### config.mk
export PLATFORM = sky130hd
export DESIGN_NAME = adc_moving_average_centivolts_top
export DESIGN_NICKNAME = d
export VERILOG_FILES = /design/src/rtl/amac_pkg.sv /design/src/rtl/adc_moving_average_centivolts_top.sv
export SDC_FILE = /design/constraint.sdc
export NUM_CORES = 1
export LEC_CHECK = 0
export BUFFER_PORTS_ARGS = -buffer_cell sky130_fd_sc_hd__buf_2
export CAP_MARGIN = 20
export CORE_MARGIN = 5
export CORE_UTILIZATION = 35
export CTS_BUF_LIST = sky130_fd_sc_hd__clkbuf_16
export CTS_CLUSTER_SIZE = 16
export DETAILED_ROUTE_END_ITERATION = 10
export GPL_TIMING_DRIVEN = 0
export SETUP_SLACK_MARGIN = 0.15
export SKIP_LAST_GASP = 1
export SLEW_MARGIN = 25
export SYNTH_ARGS = -nofsm -noshare
export SYNTH_HDL_FRONTEND = slang
export SYNTH_SLANG_ARGS = --single-unit
### constraint.sdc
create_clock -name clk -period 8.05 [get_ports clk]
set_input_delay 1.61 -clock clk [delete_from_list [all_inputs] [get_ports clk]]
set_output_delay 1.61 -clock clk [all_outputs]
set_load 0.005 [all_outputs]
### src/rtl/amac_pkg.sv
`timescale 1ns / 1ps
// ----------------------------------------------------------------------------
// amac_pkg
// Shared widths, defaults and types for the averaging ADC front end.
// ----------------------------------------------------------------------------
package amac_pkg;

  localparam int SAMPLE_W     = 10;
  localparam int OFFSET_W     = 4;
  localparam int CV_W         = 10;

  localparam int WINDOW_DEF   = 10;
  localparam logic [OFFSET_W-1:0] OFFSET_RESET = OFFSET_W'(3);

  // 5 V reference in hundredths of a volt over a 1024-step converter
  localparam int FULL_SCALE_W = 9;
  localparam logic [FULL_SCALE_W-1:0] FULL_SCALE_CV = FULL_SCALE_W'(500);
  localparam int SCALE_SHIFT  = 10;

  // output buffer
  localparam int OUT_FIFO_DEPTH = 8;

  typedef logic [SAMPLE_W-1:0] sample_t;
  typedef logic [OFFSET_W-1:0] offset_t;
  typedef logic [CV_W-1:0]     cv_t;

endpackage

### src/rtl/adc_moving_average_centivolts_top.sv
`timescale 1ns / 1ps
// ----------------------------------------------------------------------------
// adc_moving_average_centivolts_top
// Moving average of converter samples, scaled to centivolts plus offset.
// ----------------------------------------------------------------------------
// Takes one 10-bit sample per cycle while in_ready is high and returns one result
// per sample, registered through stages 1, 2 and 3. The last WINDOW samples live
// in a ring memory with a registered read; a running sum is updated from the
// entry being replaced, so the rate is set by that one read-modify-write per item
// and is one item per clock while in_ready is high. Ring entries are marked empty
// by reset and read as zero until written, so the first averages include zeros.
// Results pass through an eight-entry output buffer; the input stays ready while
// fewer than eight items are between input and output.
module adc_moving_average_centivolts_top #(
  parameter int WINDOW = amac_pkg::WINDOW_DEF
) (
  input  logic              clk,
  input  logic              rst_n,
  input  logic              in_valid,
  output logic              in_ready,
  input  amac_pkg::sample_t in_sample,
  output logic              out_valid,
  input  logic              out_ready,
  output amac_pkg::cv_t     out_centivolts,
  input  logic              cfg_wr_en,
  input  amac_pkg::offset_t cfg_wr_data
);
  import amac_pkg::*;

  localparam int IDX_W   = (WINDOW > 1) ? $clog2(WINDOW) : 1;
  localparam int SUM_W   = SAMPLE_W + IDX_W;
  // reciprocal multiply, exact for every sum below 2**SUM_W
  localparam int QS      = SUM_W + IDX_W;
  localparam int RECIP_W = SUM_W + 1;
  localparam int PROD_W  = SUM_W + RECIP_W;
  localparam logic [RECIP_W-1:0] RECIP = RECIP_W'((2**QS + WINDOW - 1) / WINDOW);
  localparam int SCL_W   = SAMPLE_W + 1 + FULL_SCALE_W;
  localparam int PTR_W   = $clog2(OUT_FIFO_DEPTH);
  localparam int CNT_W   = PTR_W + 1;

  logic in_xfer;
  logic out_xfer;

  offset_t offset_r;

  // ring memory and per-entry valid bits
  sample_t                ring_mem [WINDOW];
  logic [WINDOW-1:0]      ring_vld_r;
  logic [IDX_W-1:0]       widx_r;
  logic [IDX_W-1:0]       widx_nxt;
  logic [SUM_W-1:0]       sum_r;
  logic [SUM_W-1:0]       sum_nxt;

  // stage 1: sample and ring read data
  logic                   s1_vld_r;
  sample_t                s1_sample_r;
  logic [IDX_W-1:0]       s1_pos_r;
  sample_t                rd_data_r;
  logic                   rd_vld_r;
  sample_t                old_sample;

  // stage 2: window sum
  logic                   s2_vld_r;
  logic [SUM_W-1:0]       s2_sum_r;
  logic [PROD_W-1:0]      avg_prod;

  // stage 3: average
  logic                   s3_vld_r;
  sample_t                s3_avg_r;
  logic [SCL_W-1:0]       scaled;
  cv_t                    cv_nxt;

  // output buffer
  cv_t                    fifo_mem [OUT_FIFO_DEPTH];
  logic [PTR_W-1:0]       fifo_wptr_r;
  logic [PTR_W-1:0]       fifo_rptr_r;
  logic [CNT_W-1:0]       fifo_cnt_r;
  logic [CNT_W-1:0]       inflight_r;

  assign in_ready = inflight_r < CNT_W'(OUT_FIFO_DEPTH);
  assign in_xfer  = in_valid && in_ready;
  assign out_valid = fifo_cnt_r != '0;
  assign out_xfer = out_valid && out_ready;
  assign out_centivolts = fifo_mem[fifo_rptr_r];

  always_ff @(posedge clk) begin
    if (!rst_n) begin
      offset_r <= OFFSET_RESET;
    end else if (cfg_wr_en) begin
      offset_r <= cfg_wr_data;
    end
  end

  always_comb begin
    if (widx_r == IDX_W'(WINDOW - 1)) begin
      widx_nxt = '0;
    end else begin
      widx_nxt = widx_r + IDX_W'(1);
    end
  end

  // ring read on transfer; the write of the same entry is WINDOW items back
  always_ff @(posedge clk) begin
    if (in_xfer) begin
      rd_data_r <= ring_mem[widx_r];
    end
    if (s1_vld_r) begin
      ring_mem[s1_pos_r] <= s1_sample_r;
    end
  end

  always_ff @(posedge clk) begin
    if (!rst_n) begin
      widx_r     <= '0;
      ring_vld_r <= '0;
      s1_vld_r   <= 1'b0;
      rd_vld_r   <= 1'b0;
    end else begin
      s1_vld_r <= in_xfer;
      if (in_xfer) begin
        widx_r   <= widx_nxt;
        rd_vld_r <= ring_vld_r[widx_r];
      end
      if (s1_vld_r) begin
        ring_vld_r[s1_pos_r] <= 1'b1;
      end
    end
  end

  always_ff @(posedge clk) begin
    if (in_xfer) begin
      s1_sample_r <= in_sample;
      s1_pos_r    <= widx_r;
    end
  end

  // running sum: drop the replaced entry, add the new one
  assign old_sample = rd_vld_r ? rd_data_r : '0;
  assign sum_nxt = sum_r - SUM_W'(old_sample) + SUM_W'(s1_sample_r);

  always_ff @(posedge clk) begin
    if (!rst_n) begin
      sum_r    <= '0;
      s2_vld_r <= 1'b0;
      s3_vld_r <= 1'b0;
    end else begin
      s2_vld_r <= s1_vld_r;
      s3_vld_r <= s2_vld_r;
      if (s1_vld_r) begin
        sum_r <= sum_nxt;
      end
    end
  end

  always_ff @(posedge clk) begin
    if (s1_vld_r) begin
      s2_sum_r <= sum_nxt;
    end
  end

  // divide by window through the reciprocal
  assign avg_prod = PROD_W'(s2_sum_r) * PROD_W'(RECIP);

  always_ff @(posedge clk) begin
    if (s2_vld_r) begin
      s3_avg_r <= avg_prod[QS +: SAMPLE_W];
    end
  end

  assign scaled = (SCL_W'(s3_avg_r) + SCL_W'(1)) * SCL_W'(FULL_SCALE_CV);
  assign cv_nxt = scaled[SCALE_SHIFT +: CV_W] + CV_W'(offset_r);

  always_ff @(posedge clk) begin
    if (s3_vld_r) begin
      fifo_mem[fifo_wptr_r] <= cv_nxt;
    end
  end

  always_ff @(posedge clk) begin
    if (!rst_n) begin
      fifo_wptr_r <= '0;
      fifo_rptr_r <= '0;
      fifo_cnt_r  <= '0;
      inflight_r  <= '0;
    end else begin
      if (s3_vld_r) begin
        fifo_wptr_r <= fifo_wptr_r + PTR_W'(1);
      end
      if (out_xfer) begin
        fifo_rptr_r <= fifo_rptr_r + PTR_W'(1);
      end
      fifo_cnt_r <= fifo_cnt_r + CNT_W'(s3_vld_r) - CNT_W'(out_xfer);
      inflight_r <= inflight_r + CNT_W'(in_xfer) - CNT_W'(out_xfer);
    end
  end

  a_inflight_bound: assert property (@(posedge clk) disable iff (!rst_n)
    inflight_r <= CNT_W'(OUT_FIFO_DEPTH))
    else $error("items in flight exceed output buffer depth");

  a_fifo_within_inflight: assert property (@(posedge clk) disable iff (!rst_n)
    fifo_cnt_r <= inflight_r)
    else $error("output buffer holds more than was accepted");

  a_no_overflow: assert property (@(posedge clk) disable iff (!rst_n)
    s3_vld_r && !out_xfer |-> fifo_cnt_r < CNT_W'(OUT_FIFO_DEPTH))
    else $error("output buffer overflow");

  a_widx_range: assert property (@(posedge clk) disable iff (!rst_n)
    widx_r <= IDX_W'(WINDOW - 1))
    else $error("ring index out of range");

  a_stage_flow: assert property (@(posedge clk) disable iff (!rst_n)
    in_xfer |=> s1_vld_r ##1 s2_vld_r ##1 s3_vld_r)
    else $error("accepted item lost in pipeline");

endmodule
==> flow_metrics.py <==
metrics = {
    "status": {
        "outcome": "completed",
    },
    "worst_setup_path": {
        "crit_fanout": 8,
        "worstSetupEndpointType": "register",
        "critPathRequiredTime_ns": 8.30,
        "critPathKind": "reg2reg",
        "crit_path_start_kind": "register",
        "crit_arrival_ns": 7.18,
    },
    "synth": {
        "yosysWarnings": 0,
        "async_flop_share_pct": 0,
        "synthesis.nets": 1531,
        "ys_ff_latch": 281,
        "seq_area_frac_synth_pct": 47.3,
        "synth-edff-count": 228,
        "yosysUniqueCellTypes": 57,
        "yosysMostFrequentCell": "edfxtp_1",
        "synth.area.top_cells": "edfxtp_1 41%, ha_1 12%, fa_1 12%",
        "avgSynthCellArea_um2": 13.4,
        "syn_area_um2": 16700,
        "netlist.area_leader.share_pct": 40.9,
        "synth_commonest_cells": "228 x edfxtp_1, 215 x inv_1, 166 x ha_1",
        "synth_ff_type": "edfxtp_1",
        "synth_cells": 1247,
        "yosysTopAreaCell": "edfxtp_1",
    },
    "timing": {
        "fin_crit_ns": 6.93,
        "rsz0062_at_grt": "false",
        "hold_slack_ns": 0.430,
        "finalSetupTns_ns": 0,
        "maxSlewViolCount": 0,
        "setup_violations": 0,
        "clock_skew_ns": 0.0199,
        "max_freq_mhz": 144,
        "period_share_pct": 86.0,
        "worst_pin_slew_ns": 0.902,
        "hold_viol": 0,
        "max-slew-margin-rel_pct": 39.9,
    },
    "global_routing": {
        "grt_overflow_total": 0,
        "grt.total_usage_pct": 12.2,
        "grt_pass1_vias": 9778,
        "grt_start_max_net_pins": 17,
        "grt_antenna_before_repair": 1,
        "grt_pass1_wl_mm": 52.2,
    },
    "clocking": {
        "clk_pin_slew_worst_paths_ns": 0.06,
        "clk_path_buf_depth": 3,
        "clock_sinks": 281,
        "cts_root_buffer": "clkbuf_16",
        "htreeDepth": 1,
        "clock_latency_ns": 0.56,
        "numCtsBuffers": 29,
        "post_cts_buffers": 0,
        "cts_tree": "built",
        "cts_resized": 0,
        "hold_buffers": 0,
    },
    "die": {
        "core_area_um2": 47500,
        "initial_core_util_pct": 35.2,
        "die-area_um2": 52300,
        "die_height_um": 229,
        "row_count": 80,
        "io_pins": 31,
        "die_w_um": 229,
    },
    "place": {
        "gp_congestion": 0.800,
        "port_buffers": 29,
        "place_hpwl_mm": 24.0,
    },
    "detailed_routing": {
        "dr_wl_met2_mm": 15.0,
        "routed.top_layer": "met5",
        "dr_total_vias": 9278,
        "wl_met1_mm": 15.0,
        "wl_met3_um": 890,
        "wl_per_cell_um": 16.0,
        "drt-total-wl_mm": 31.4,
        "avgViaCountPerCell": 4.74,
        "drt_first_pass_iters": 4,
        "drtIter0Drc": 368,
        "drcViolationCount": 0,
        "ant_nets": 0,
    },
    "layout": {
        "layout-drive-gt1-share_pct": 12.6,
        "final_nets": 1607,
        "regArea_um2": 7910,
        "multiInputGateArea_um2": 7980,
        "n_antenna_cell": 0,
        "syn_to_final_growth_pct": 11.7,
        "fill_cells": 4445,
    },
    "min_path": {
        "hp-class": "reg2reg",
    },
    "job": {
        "cap_violations": 0,
    },
}
critical path: stages (launching register included):
cell	delay (ns)
edfxtp_1	0.51
ha_1	0.29
xor2_1	0.39
xnor2_1	0.26
xnor2_1	0.19
fa_1	0.47
fa_1	0.49
fa_1	0.51
inv_1	0.05
ha_1	0.21
nor3_1	0.24
o2bb2ai_2	0.20
and2b_2	0.25
nor2_1	0.14
nor2b_1	0.06
nor2_1	0.12
xnor2_1	0.18
inv_1	0.09
fa_1	0.43
inv_1	0.07
a21o_1	0.12
a21oi_1	0.09
nor2b_1	0.15
nor4b_1	0.34
xor2_1	0.18
nor2_1	0.06
xnor2_1	0.51
metal layers:
layer	track usage [%]	up-vias
met5	0	-
met1	17.4	4677
met3	1.76	35
met4	2.12	2
met2	20.2	96
li1	-	4468
per-stage QoR:
stage / util, % / cells / worst slack, ns / instance area, um^2
after CTS: 39.3 / 1958 / 1.04 / 18700
after detailed placement: 37.5 / 1906 / 1.07 / 17800
final: 39.3 / 1959 / 1.12 / 18700
after global routing: 39.3 / 1959 / 0.553 / 18700
after floorplan: - / 1247 / 1.92 / 16700
after global placement: 37.1 / 1891 / 1.23 / 17600
state kept, by name, summed over array words and instances (netlist names), 4 cells and up, named ones only:
signal / flops
fifo_cnt_r: 4
inflight_r: 4
s3_avg_r: 10
fifo_mem: 80
rd_data_r: 10
s1_pos_r: 4
ring_mem: 100
s1_sample_r: 10
widx_r: 4
sum_r: 14
ring_vld_r: 10
offset_r: 4
s2_sum_r: 14
cell usage in the layout, fill, tap and decap left out, types with 4 or more instances in the layout:
cell       synthesis  final
mux2_2            10     10
xnor2_1           54     54
fa_1              99     99
nand2b_1          11     11
inv_1            215    226
and3_1             5      5
o21a_1            14     14
ha_1             166    166
nand2_1           29     29
nand3_1            8      8
clkinv_1           0      4
nor3_2             0      7
nor2b_1           37     37
buf_2              1     32
mux2i_1           30     30
buf_1              6      6
edfxtp_1         228    228
a21boi_0           4      4
buf_4              0     11
a211oi_1          12     12
o21ai_0           15     15
mux4_2            42     42
nor2_1            23     15
nor2_2             0      8
a21oi_1           39     39
a21o_1            15     15
dfxtp_1           53     53
clkbuf_1          20     18
nor3_1            14      7
clkinv_2           0      5
and2_1            29     29
xor2_1            21     21
clkbuf_16          0     29
final cells by class:
| class | count | area share, % |
|---|---|---|
| plain buffers | 28 | 0.622 |
| clock buffers | 29 | 3.88 |
| clock inverters | 23 | 0.569 |
| inverters | 215 | 4.32 |
| multi-input cells | 723 | 42.7 |
| flip-flops and latches | 281 | 42.3 |
| well taps | 615 | 4.12 |
| repair buffers | 45 | 1.54 |
path summary, 6_finish.rpt:
check,to,cells past startpoint,startpoint,slack (ns)
hold reg to reg,s1_pos_r[3],0,widx_r[3],0.43
hold / removal,s1_pos_r[3],0,widx_r[3],0.43
setup reg to reg,fifo_mem[5][8],26,s3_avg_r[0],1.12
setup / recovery,fifo_mem[5][8],26,s3_avg_r[0],1.12
logic make-up (layout without fill, tap and decap cells):
family | count (synthesis) | count (layout) | share of synthesized area (%)
simple gates | 179 | 179 | 5.98
xor+xnor | 75 | 75 | 3.93
fa+ha+maj | 265 | 265 | 24.3
mux | 82 | 82 | 8.12
buf+inv | 243 | 340 | 5.50
flops | 281 | 281 | 47.3
compound gates | 122 | 122 | 4.94
Power is left out: the tool's default activity adds up to more than one toggle a clock period on the data nets, which glitch-free logic cannot reach.
